--- config.mk ---
export PLATFORM = sky130hd
export DESIGN_NAME = kpn_scan
export DESIGN_NICKNAME = d
export VERILOG_FILES = /design/src/sv/kpn_pkg.sv /design/src/sv/kpn_scan.sv
export SDC_FILE = /design/constraint.sdc
export NUM_CORES = 1
export LEC_CHECK = 0
export BUFFER_PORTS_ARGS = -buffer_cell sky130_fd_sc_hd__buf_2
export CORE_ASPECT_RATIO = 0.9
export CORE_UTILIZATION = 57
export DETAILED_ROUTE_END_ITERATION = 6
export PLACE_DENSITY = 0.81
export SYNTH_ARGS = -nofsm -noshare
export SYNTH_HDL_FRONTEND = slang
export SYNTH_SLANG_ARGS = --single-unit
--- constraint.sdc ---
create_clock -name clk -period 7.45 [get_ports clk]
set_input_delay 1.49 -clock clk [delete_from_list [all_inputs] [get_ports clk]]
set_output_delay 1.49 -clock clk [all_outputs]
set_load 0.05 [all_outputs]
--- src/sv/kpn_pkg.sv ---
`timescale 1ns / 1ps
`default_nettype none

package kpn_pkg;

  // Column and row line levels
  localparam logic [3:0] LINES_ALL_HIGH = 4'hF;
  localparam logic [3:0] ROW0_LOW       = 4'b1110;

  // Entry width defaults; the result port is fixed at 32 bits
  localparam int DEFAULT_VALUE_WIDTH = 32;
  localparam int ENTRY_W             = 32;

  // Configuration port
  localparam int CFG_W     = 16;
  localparam int CFG_IDX_W = 1;
  localparam logic [CFG_IDX_W-1:0] REG_PRESS_DELAY   = 1'b0;
  localparam logic [CFG_IDX_W-1:0] REG_RELEASE_DELAY = 1'b1;
  localparam logic [CFG_W-1:0] PRESS_DELAY_RESET   = 16'd500;
  localparam logic [CFG_W-1:0] RELEASE_DELAY_RESET = 16'd200;

  // ASCII codes with special meaning
  localparam logic [7:0] KEY_ZERO   = 8'h30; // '0'
  localparam logic [7:0] KEY_NINE   = 8'h39; // '9'
  localparam logic [7:0] KEY_PLUS   = 8'h2B; // '+', deletes last digit
  localparam logic [7:0] KEY_CLEAR  = 8'h43; // 'C'
  localparam logic [7:0] KEY_EQUALS = 8'h3D; // '='

  typedef enum logic [2:0] {
    PH_PRESS_DELAY   = 3'd0,
    PH_WAIT_PRESS    = 3'd1,
    PH_ROW_SCAN      = 3'd2,
    PH_WAIT_RELEASE  = 3'd3,
    PH_RELEASE_DELAY = 3'd4
  } phase_t;

  typedef struct packed {
    logic [CFG_W-1:0] press_ticks;
    logic [CFG_W-1:0] release_ticks;
  } delay_cfg_t;

  // Per-tick result of the scanner
  typedef struct packed {
    logic [3:0] drive;
    logic       apply;
    logic [7:0] key;
  } scan_res_t;

  // Per-tick flags of the entry logic
  typedef struct packed {
    logic       key_event;
    logic [7:0] key_code;
    logic       entry_done;
  } entry_flags_t;

endpackage

`default_nettype wire

--- src/sv/kpn_scan.sv ---
`timescale 1ns / 1ps
`default_nettype none

module kpn_scan (
  input  wire logic               clk,
  input  wire logic               rst,
  input  wire logic               step,
  input  wire logic [3:0]         cols,
  input  kpn_pkg::delay_cfg_t     dly,
  output kpn_pkg::scan_res_t      res
);

  kpn_pkg::phase_t phase, phase_next;
  logic [1:0]  scan_row, scan_row_next;
  logic [15:0] tick_count, tick_count_next;
  logic [7:0]  held_key, held_key_next;

  logic [15:0] limit;
  logic [15:0] tick_inc;
  logic        dly_done;

  function automatic logic [1:0] first_low(input logic [3:0] c);
    logic [1:0] idx;
    idx = 2'd0;
    priority if (!c[0]) idx = 2'd0;
    else if (!c[1]) idx = 2'd1;
    else if (!c[2]) idx = 2'd2;
    else if (!c[3]) idx = 2'd3;
    else idx = 2'd0;
    return idx;
  endfunction

  // Keypad layout: 7 8 9 / | 4 5 6 X | 1 2 3 - | C 0 = +
  function automatic logic [7:0] key_lookup(input logic [1:0] row, input logic [1:0] col);
    logic [7:0] k;
    unique case ({row, col})
      4'h0: k = 8'h37;
      4'h1: k = 8'h38;
      4'h2: k = 8'h39;
      4'h3: k = 8'h2F;
      4'h4: k = 8'h34;
      4'h5: k = 8'h35;
      4'h6: k = 8'h36;
      4'h7: k = 8'h58;
      4'h8: k = 8'h31;
      4'h9: k = 8'h32;
      4'hA: k = 8'h33;
      4'hB: k = 8'h2D;
      4'hC: k = kpn_pkg::KEY_CLEAR;
      4'hD: k = kpn_pkg::KEY_ZERO;
      4'hE: k = kpn_pkg::KEY_EQUALS;
      default: k = kpn_pkg::KEY_PLUS;
    endcase
    return k;
  endfunction

  // Shared delay counter; a zero delay still takes one tick
  assign limit    = (phase == kpn_pkg::PH_RELEASE_DELAY) ? dly.release_ticks : dly.press_ticks;
  assign tick_inc = (tick_count < limit) ? tick_count + 16'd1 : tick_count;
  assign dly_done = (tick_inc >= limit);

  // Next state and per-tick result
  always_comb begin
    phase_next      = phase;
    scan_row_next   = scan_row;
    tick_count_next = tick_count;
    held_key_next   = held_key;
    res             = '0;
    unique case (phase)
      kpn_pkg::PH_WAIT_PRESS: begin
        if (cols != kpn_pkg::LINES_ALL_HIGH) begin
          scan_row_next = 2'd0;
          phase_next    = kpn_pkg::PH_ROW_SCAN;
          res.drive     = kpn_pkg::ROW0_LOW;
        end
      end
      kpn_pkg::PH_ROW_SCAN: begin
        if (cols != kpn_pkg::LINES_ALL_HIGH) begin
          held_key_next = key_lookup(scan_row, first_low(cols));
          phase_next    = kpn_pkg::PH_WAIT_RELEASE;
        end else if (scan_row == 2'd3) begin
          // no row matched: ground all rows, wait again
          scan_row_next = 2'd0;
          phase_next    = kpn_pkg::PH_WAIT_PRESS;
        end else begin
          scan_row_next = scan_row + 2'd1;
          res.drive     = ~(4'b0001 << scan_row_next);
        end
      end
      kpn_pkg::PH_WAIT_RELEASE: begin
        if (cols == kpn_pkg::LINES_ALL_HIGH) begin
          tick_count_next = 16'd0;
          phase_next      = kpn_pkg::PH_RELEASE_DELAY;
        end
      end
      kpn_pkg::PH_RELEASE_DELAY: begin
        tick_count_next = dly_done ? 16'd0 : tick_inc;
        if (dly_done) begin
          res.apply  = 1'b1;
          res.key    = held_key;
          phase_next = kpn_pkg::PH_PRESS_DELAY;
        end
      end
      default: begin
        // press delay
        tick_count_next = dly_done ? 16'd0 : tick_inc;
        phase_next      = dly_done ? kpn_pkg::PH_WAIT_PRESS : kpn_pkg::PH_PRESS_DELAY;
      end
    endcase
  end

  always_ff @(posedge clk) begin
    if (rst) begin
      phase      <= kpn_pkg::PH_PRESS_DELAY;
      scan_row   <= 2'd0;
      tick_count <= 16'd0;
      held_key   <= 8'd0;
    end else if (step) begin
      phase      <= phase_next;
      scan_row   <= scan_row_next;
      tick_count <= tick_count_next;
      held_key   <= held_key_next;
    end
  end

  // A key is only applied out of the release delay, with all rows grounded
  a_apply_phase: assert property (@(posedge clk) disable iff (rst)
    res.apply |-> (phase == kpn_pkg::PH_RELEASE_DELAY) && (res.drive == 4'd0))
    else $error("key applied outside release delay");

endmodule

`default_nettype wire

==> impl_metrics.yaml, run 1 <==
timing:
  rsz0062_at_grt: "no"
  tns_ns: 0
  setup_viol: 0
  drv_slew: 0
  slew-limit-headroom_pct: 58.4
  hold_viol: 0
  final.min_clock_period_ns: 7.14
  worst_pin_slew_ns: 0.622
  fmax_mhz: 140
  period_share_pct: 95.8
  fin_skew_ns: 0.00163
synthesis:
  synth_xor_area_share_pct: 5.01
  syn_nets: 455
  synth_async_sr_flop_share_pct: 0
  synthMuxAreaShare_pct: 7.24
  syn_area_um2: 2970
  synth.most_common_cell: "nand2_1"
  yosys-top-cells-area: "dfxtp_1 (19%), ha_1 (16%), mux2i_1 (5.7%)"
  yosysTopAreaCellShare_pct: 18.9
  synth_seq_area_share_pct: 18.9
  yosys.area_share.simple_pct: 23.7
  yosysTopAreaCell: "dfxtp_1"
  yosysUniqueCellTypes: 59
  yosys.area_share.adder_pct: 16.0
  syn_avg_cell_area_um2: 7.86
  yosysWarnings: 0
  synth_common_cells: "nand2_1 (43), ha_1 (38), nor2_1 (29)"
  synthCells: 378
  ys.flop_type: "dfxtp_1"
  synth_top_family_by_area: "compound AO/OA/AOI/OAI gates"
  ys_seq_elements: 28
  synth_compound_area_share_pct: 23.8
  synth_edf_count: 0
detailed_routing:
  initialDrtViolationCount: 173
  viasPerCell: 5.91
  vias: 2896
  dr.pass1.iters: 5
  wire_per_inst_um: 15.1
  drcViolationCount: 0
  drt_wl_total_mm: 7.38
  ant_nets: 0
die:
  ios: 52
  core_um2: 4920
  fp-row-count: 24
  die_w_um: 78.1
  die_y_um: 70.5
  dieArea_um2: 5510
  start_util_pct: 60.4
placed_design:
  numPortBuffers: 50
  gp_congestion: 0.919
  dp_hpwl_mm: 5.74
final_layout:
  fin_nets: 503
  n_fill_cell: 432
  area_delta_synth_final_pct: 13.8
  drive_gt1_share_pct: 21.2
  fin_util_pct: 68.7
  antennaDiodeCount: 0
setup_path:
  critical_path_class: "in2out"
  crit_required_ns: 5.96
  critPathBufInv: 3
  crit_arrival_ns: 5.65
  r2r_slack_ns: 1.96
  slowest_stage: "or4_1"
  crit_path_max_incr_delay_ns: 0.50
  endpoint_kind: "primary output"
  path_max_fanout: 8
  cpMostUsedCell: "a21o_1"
  critPathTopFamily: "compound AO/OA/AOI/OAI gates"
  start_kind: "input port"
  crit_chain: "buf_2, mux2i_1, ha_1, a211oi_1, o21ai_0, o21ba_2, a21o_1, nand3_2, nor2_1, xnor2_1, inv_1, ha_1, a21o_1, a21o_1, a21oi_1, or4_1, o21ai_1, nand2_1, a21oi_4, and2_1, buf_2"
clock_network:
  cts.sinks: 28
  clk_latency_ns: 0.28
  cts_tree: "done"
  cts_setup_buffers: 0
  clockRootBuffer: "clkbuf_8"
  cts-resized-gates: 0
  postCtsHoldBufs: 0
  cts_buffers: 3
  clockBufferDepth: 2
  clk_pin_slew_worst_paths_ns: 0.11
  htreeDepth: 1
run:
  max-cap-violations: 0
global_routing:
  grt_pass1_wl_mm: 12.4
  grt_pass1_vias: 2658
  grt_overflow: 0
  antenna_found_initial: 0
  track_usage_pct: 28.1
  grt_max_degree: 18
pwr:
  p_int_w: 0.000308
  finalPower_w: 0.000495
  p_switching_w: 0.000187
  p_per_area_nw_per_um2: 146
  p_leak_nw: 1.62
  seq_power_share_pct: 34.3
  p_clk_share_pct: 25.6
  power.share.combinational_pct: 40.1
  vdd_drop_max_v: 0.000140
  p_sw_share_pct: 37.7
worst_hold_path:
  hp-class: "reg2reg"
status:
  status: "finished clean"
==> state kept, by name, summed over array words and instances (netlist names) <==
name / cells
tick_count: 16
held_key: 7
phase: 3
scan_row: 2
==> per-layer routing <==
metal  wire (µm)  part of all wire (%)  vias up  track usage [%]
li1            -                     -     1463                -
met3         367                   5.0        8             4.05
met5           0                     0        -                0
met1        3570                    48     1328             38.8
met2        3380                    46       97             46.9
met4          65                  0.88        0             4.53
==> placed cells by master, fill, tap and decap left out, drive strengths merged, types with 3 or more instances in the layout <==
cell type  instances
a211oi            13
a21o               9
a21oi             25
a311oi             3
and2               8
and3               8
buf               57
clkbuf             3
dfxtp             28
ha                38
inv               24
mux2               4
mux2i             17
nand2             43
nand2b             3
nand3              7
nand4              7
nor2              30
nor2b              4
nor3               7
nor3b              3
o21a               3
o21ai             23
o31ai              4
or3                4
or4                4
xnor2             13
xor2               4
==> cell families after synthesis <==
kind of cell | count (synthesis)
flops | 28
compound gates | 97
mux | 21
buf+inv | 38
xor+xnor | 17
simple gates | 138
other cells | 1
fa+ha+maj | 38
==> power groups by stage <==
| stage | registers [W] | clock network [W] | logic, W |
|---|---|---|---|
| after floorplan | 0.000165 | 0 | 0.000150 |
| after CTS | 0.000169 | 0.000128 | 0.000193 |
| after global placement | 0.000172 | 0 | 0.000185 |
| final | 0.000170 | 0.000127 | 0.000199 |
| after global routing | 0.000171 | 0.000135 | 0.000217 |
| after detailed placement | 0.000173 | 0 | 0.000191 |
==> final timing paths <==
kind | start | endpoint | cells past startpoint
setup / recovery | dly[21] | res[4] | 21
hold / removal | held_key[6] | held_key[6] | 2
setup reg to reg | phase[0] | tick_count[7] | 21
hold reg to reg | held_key[6] | held_key[6] | 2
==> tightest hold or removal path: cells and delay by family (launching register included) <==
kind             cells  cell delay (ns)
flip-flops           1             0.32
AO/OA/AOI/OAI        1             0.05
AND/OR/NAND/NOR      1             0.05
==> layout make-up <==
class | instances | area (µm²) | area share, %
Tap cell | 65 | 81.3 | 2.40
Clock inverter | 1 | 30.0 | 0.888
Clock buffer | 3 | 41.3 | 1.22
Inverter | 24 | 90.1 | 2.66
Multi-Input combinational cell | 312 | 2280 | 67.3
Sequential cell | 28 | 562 | 16.6
Timing Repair Buffer | 57 | 303 | 8.95
==> per-stage QoR <==
| stage | hold slack, ns | std cells | instance area [µm²] | setup WS (ns) |
|---|---|---|---|---|
| floorplan | 0.427 | 378 | 2970 | 0.134 |
| global placement | 0.437 | 486 | 3290 | 0.277 |
| detailed placement | 0.443 | 486 | 3290 | 0.157 |
| CTS | 0.457 | 490 | 3360 | 0.136 |
| global route | 0.498 | 490 | 3380 | 0.00334 |
| finish | 0.459 | 490 | 3380 | 0.313 |
(Power assumes the default switching activity.)
==> inputs of run 2 (changes only) <==
- CORE_UTILIZATION: 57 -> 59
- CTS_BUF_LIST: unset -> sky130_fd_sc_hd__clkbuf_4 sky130_fd_sc_hd__clkbuf_8
- PLACE_DENSITY: 0.81 -> 0.83
==> impl_metrics.yaml, run 2 (same netlist as run 1, synthesis figures left out) <==
status:
  status: "finished clean"
setup_path:
  r2r_cells: 20
  r2r_end: "tick_count[6]"
  critical_path_class: "in2out"
  crit_chain: "buf_2, mux2i_1, ha_1, a21oi_1, o21ai_0, a211oi_1, nand3_4, nor2_1, xnor2_1, inv_1, ha_1, a21o_1, a21o_1, a21oi_1, or4_1, o21ai_1, nand2_1, a21oi_4, and2_1, clkbuf_4"
  r2r_slack_ns: 1.87
  crit_path_max_incr_delay_ns: 0.54
  endpoint_kind: "primary output"
  crit_arrival_ns: 5.61
  start_kind: "input port"
  path_max_fanout: 8
  r2r_start: "phase[0]"
  crit_required_ns: 5.96
  slowest_stage: "a211oi_1"
  critPathBufInv: 3
  critPathTopFamily: "compound AO/OA/AOI/OAI gates"
placed_design:
  dp_hpwl_mm: 5.61
  numPortBuffers: 50
  gp_congestion: 0.850
  dp.cells: 485
final_layout:
  largest_reg_flops: 16
  final_cell_mix: "buf_2 (45), nand2_1 (43), ha_1 (38)"
  regMostFlops: "tick_count"
  drive_gt1_share_pct: 21.2
  regArea_um2: 562
  antennaDiodeCount: 0
  final_common_cell: "buf_2"
  multi_input_area_um2: 2290
  top_regs: "tick_count: 16 flops, held_key: 7 flops, phase: 3 flops"
  fin_nets: 502
  area_delta_synth_final_pct: 14.5
  final_cell_count_no_fill: 489
  n_fill_cell: 377
global_routing:
  antenna_found_initial: 0
  grt_max_degree: 18
  grt_overflow: 0
  track_usage_pct: 29.5
  grt_pass1_wl_mm: 13.0
  grt_pass1_vias: 2925
detailed_routing:
  dr.pass1.iters: 5
  drcViolationCount: 0
  m1WireLength_mm: 3.46
  initialDrtViolationCount: 198
  met2_length_mm: 3.39
  vias: 2971
  drt_wl_total_mm: 7.52
  wl_met3_um: 488
  viasPerCell: 6.08
  wire_per_inst_um: 15.4
  highest_layer: "met4"
  ant_nets: 0
pwr:
  p_per_area_nw_per_um2: 146
  finalPower_w: 0.000496
  vdd_drop_max_v: 0.000117
  p_leak_nw: 1.61
worst_hold_path:
  hp-class: "reg2reg"
  hold_depth: 2
  hp-start: "held_key[6]"
  min_to: "held_key[6]"
timing:
  drv_slew: 0
  fmax_mhz: 141
  final.min_clock_period_ns: 7.10
  period_share_pct: 95.3
  fin_skew_ns: 0.00430
  worst_pin_slew_ns: 0.624
  setup_viol: 0
  tns_ns: 0
  slew-limit-headroom_pct: 58.3
  hold_viol: 0
clock_network:
  cts_tree: "done"
  clk_pin_slew_worst_paths_ns: 0.11
  cts.sinks: 28
  htreeDepth: 1
  clockBufferDepth: 2
  postCtsHoldBufs: 0
  clockRootBuffer: "clkbuf_8"
  cts-resized-gates: 0
  cts_setup_buffers: 0
  cts_buffers: 3
  clk_latency_ns: 0.29
die:
  fp-row-count: 24
  die_w_um: 76.8
  start_util_pct: 61.5
  dieArea_um2: 5330
  die_y_um: 69.3
  ios: 52
  core_um2: 4830
run:
  max-cap-violations: 0
run 2: stage by stage:
step	utilization [%]	hold slack, ns	instance area (µm²)	setup WS, ns
final	70.4	0.454	3400	0.351
after global routing	70.4	0.496	3400	-0.00928
after CTS	69.4	0.454	3360	0.146
after detailed placement	67.9	0.440	3280	0.178
after global placement	67.9	0.436	3280	0.359
after floorplan	-	0.427	2970	0.134
run 2: cell type report:
type	instances	share of cell area, %
well taps	65	2.39
repair buffers	56	9.04
clock buffers	3	1.21
inverters	24	2.65
multi-input cells	312	67.3
clock inverters	1	0.882
flip-flops and latches	28	16.5
run 2: report_power, final:
group | switching [W] | internal [W]
Clock | 0.0000570 | 0.0000723
Sequential | 0.0000135 | 0.000156
Combinational | 0.000118 | 0.0000794
run 2: worst min-delay path: cells and delay by family (launching register included):
kind / cells / cell delay [ns]
AO/OA/AOI/OAI: 1 / 0.05
AND/OR/NAND/NOR: 1 / 0.05
flip-flops: 1 / 0.32
run 2: worst max-delay path by stage:
stage | from | to | cells after the start
final | dly[25] | res[0] | 20
after global routing | dly[25] | res[5] | 20
after floorplan | dly[11] | res[0] | 18
after CTS | dly[21] | res[4] | 21
after global placement | dly[21] | res[5] | 19
after detailed placement | dly[21] | res[4] | 21
run 2: layer usage:
metal  vias up  global-route usage (%)
met3        25                    3.82
met5         -                       0
met1      1376                    39.8
li1       1462                       -
met2       108                    48.5
met4         0                    9.83
==> inputs of run 3 (changes only) <==
- BUFFER_PORTS_ARGS: -buffer_cell sky130_fd_sc_hd__buf_2 -> -buffer_cell sky130_fd_sc_hd__buf_4
==> impl_metrics.yaml, run 3 (same netlist as run 1, synthesis figures left out) <==
global_routing:
  antenna_found_initial: 0
  grt_overflow: 0
  track_usage_pct: 28.8
  grt_max_degree: 18
  grt_pass1_wl_mm: 12.4
  grt_pass1_vias: 2654
final_layout:
  top_regs: "tick_count: 16 flops, held_key: 7 flops, phase: 3 flops"
  final_cell_count_no_fill: 489
  drive_gt1_share_pct: 20.8
  final_cell_mix: "buf_4 (56), nand2_1 (43), ha_1 (38)"
  antennaDiodeCount: 0
  largest_reg_flops: 16
  fin_util_pct: 72.4
  n_fill_cell: 380
  final_common_cell: "buf_4"
  regMostFlops: "tick_count"
  area_delta_synth_final_pct: 17.7
  fin_nets: 502
  stdcell_area_um2: 3500
detailed_routing:
  dr.pass1.iters: 4
  ant_nets: 0
  initialDrtViolationCount: 174
  wire_per_inst_um: 15.2
  drt_wl_total_mm: 7.43
  vias: 2892
  drcViolationCount: 0
  viasPerCell: 5.91
worst_hold_path:
  min_to: "held_key[6]"
  hold_depth: 2
  hp-start: "held_key[6]"
  hp-class: "reg2reg"
pwr:
  finalPower_w: 0.000497
  p_sw_share_pct: 37.3
  power.share.combinational_pct: 40.3
  p_int_w: 0.000312
  p_per_area_nw_per_um2: 142
  vdd_drop_max_v: 0.000121
  p_clk_share_pct: 25.7
  seq_power_share_pct: 34.0
  p_leak_nw: 1.64
  p_switching_w: 0.000185
setup_path:
  path_max_fanout: 8
  crit_arrival_ns: 5.70
  r2r_slack_ns: 1.94
  r2r_cells: 21
  crit_required_ns: 5.96
  critical_path_class: "in2out"
  cp-startpoint: "dly[6]"
  r2r_end: "tick_count[4]"
  r2r_start: "phase[1]"
  start_kind: "input port"
  endpoint_kind: "primary output"
clock_network:
  cts.sinks: 28
  clk_latency_ns: 0.29
  cts_tree: "done"
  cts_buffers: 3
  clockRootBuffer: "clkbuf_8"
  clockBufferDepth: 2
  clk_pin_slew_worst_paths_ns: 0.11
  htreeDepth: 1
placed_design:
  dp_hpwl_mm: 5.74
  gp_congestion: 0.949
  dp.cells: 485
  placed_cell_area_um2: 3410
  numPortBuffers: 50
die:
  start_util_pct: 61.5
  die_y_um: 69.3
  fp-row-count: 24
  dieArea_um2: 5330
  die_w_um: 76.8
  ios: 52
  core_um2: 4830
timing:
  period_share_pct: 96.4
  drv_slew: 0
  worst_pin_slew_ns: 0.600
  hold_viol: 0
  fin_skew_ns: 0.00848
  tns_ns: 0
  final.min_clock_period_ns: 7.19
  fmax_mhz: 139
  slew-limit-headroom_pct: 59.9
  setup_viol: 0
run:
  max-cap-violations: 0
status:
  status: "finished clean"
==> run 3: routing by layer <==
layer	share of wire [%]	track usage, %	vias up
li1	-	-	1458
met1	47	40.3	1305
met2	45	46.5	123
met3	7.8	3.82	6
met4	0.79	6.84	0
met5	0	0	-
==> run 3: worst max path at each step <==
| stage | slack [ns] | cells after the start | to |
|---|---|---|---|
| after floorplan | 0.13 | 18 | res[0] |
| after global placement | 0.19 | 19 | res[5] |
| after detailed placement | 0.13 | 19 | res[1] |
| after CTS | 0.11 | 19 | res[1] |
| after global routing | -0.009 | 21 | res[1] |
| final | 0.26 | 21 | res[1] |
==> run 3: through the flow <==
| step | hold WS, ns | setup WS (ns) |
|---|---|---|
| 2_1_floorplan | 0.427 | 0.134 |
| 5_1_grt | 0.490 | -0.00945 |
| 3_5_place_dp | 0.450 | 0.126 |
| 6_report | 0.467 | 0.265 |
| 3_3_place_gp | 0.438 | 0.187 |
| 4_1_cts | 0.466 | 0.113 |
==> run 3: cell type report <==
type                       instances  area, µm²  share of cell area, %
timing repair buffer              56        420                   12.0
multi-input combinational        312       2270                   65.0
clock inverter                     1       30.0                  0.858
tap                               65       81.3                   2.32
sequential                        28        562                   16.1
clock buffer                       3       41.3                   1.18
inverter                          24       90.1                   2.57
==> run 3: worst max-delay path, stage by stage <==
cell	delay [ns]
buf_4	0.11
mux2i_1	0.25
ha_1	0.30
o21ai_0	0.23
o21ai_0	0.14
o21ba_2	0.31
a21o_1	0.24
nand3_2	0.21
nor2_1	0.20
xnor2_1	0.15
inv_1	0.06
ha_1	0.29
a21o_1	0.11
a21o_1	0.14
a21oi_1	0.07
or4_1	0.49
o21ai_1	0.20
nand2_1	0.12
a21oi_4	0.21
and2_1	0.17
buf_4	0.20
==> run 3: repair_timing <==
item,4_1_cts,5_1_grt
endpoints found under the setup margin,0,8
resized for setup,0,5
buffers inserted,0,0
hold buffers,0,0
==> run 3: power by group through the flow <==
stage / combinational, W / sequential (W) / clock, W
2_1_floorplan: 0.000150 / 0.000165 / 0
3_3_place_gp: 0.000188 / 0.000172 / 0
3_5_place_dp: 0.000192 / 0.000172 / 0
4_1_cts: 0.000194 / 0.000169 / 0.000131
5_1_grt: 0.000218 / 0.000171 / 0.000135
6_report: 0.000200 / 0.000169 / 0.000128
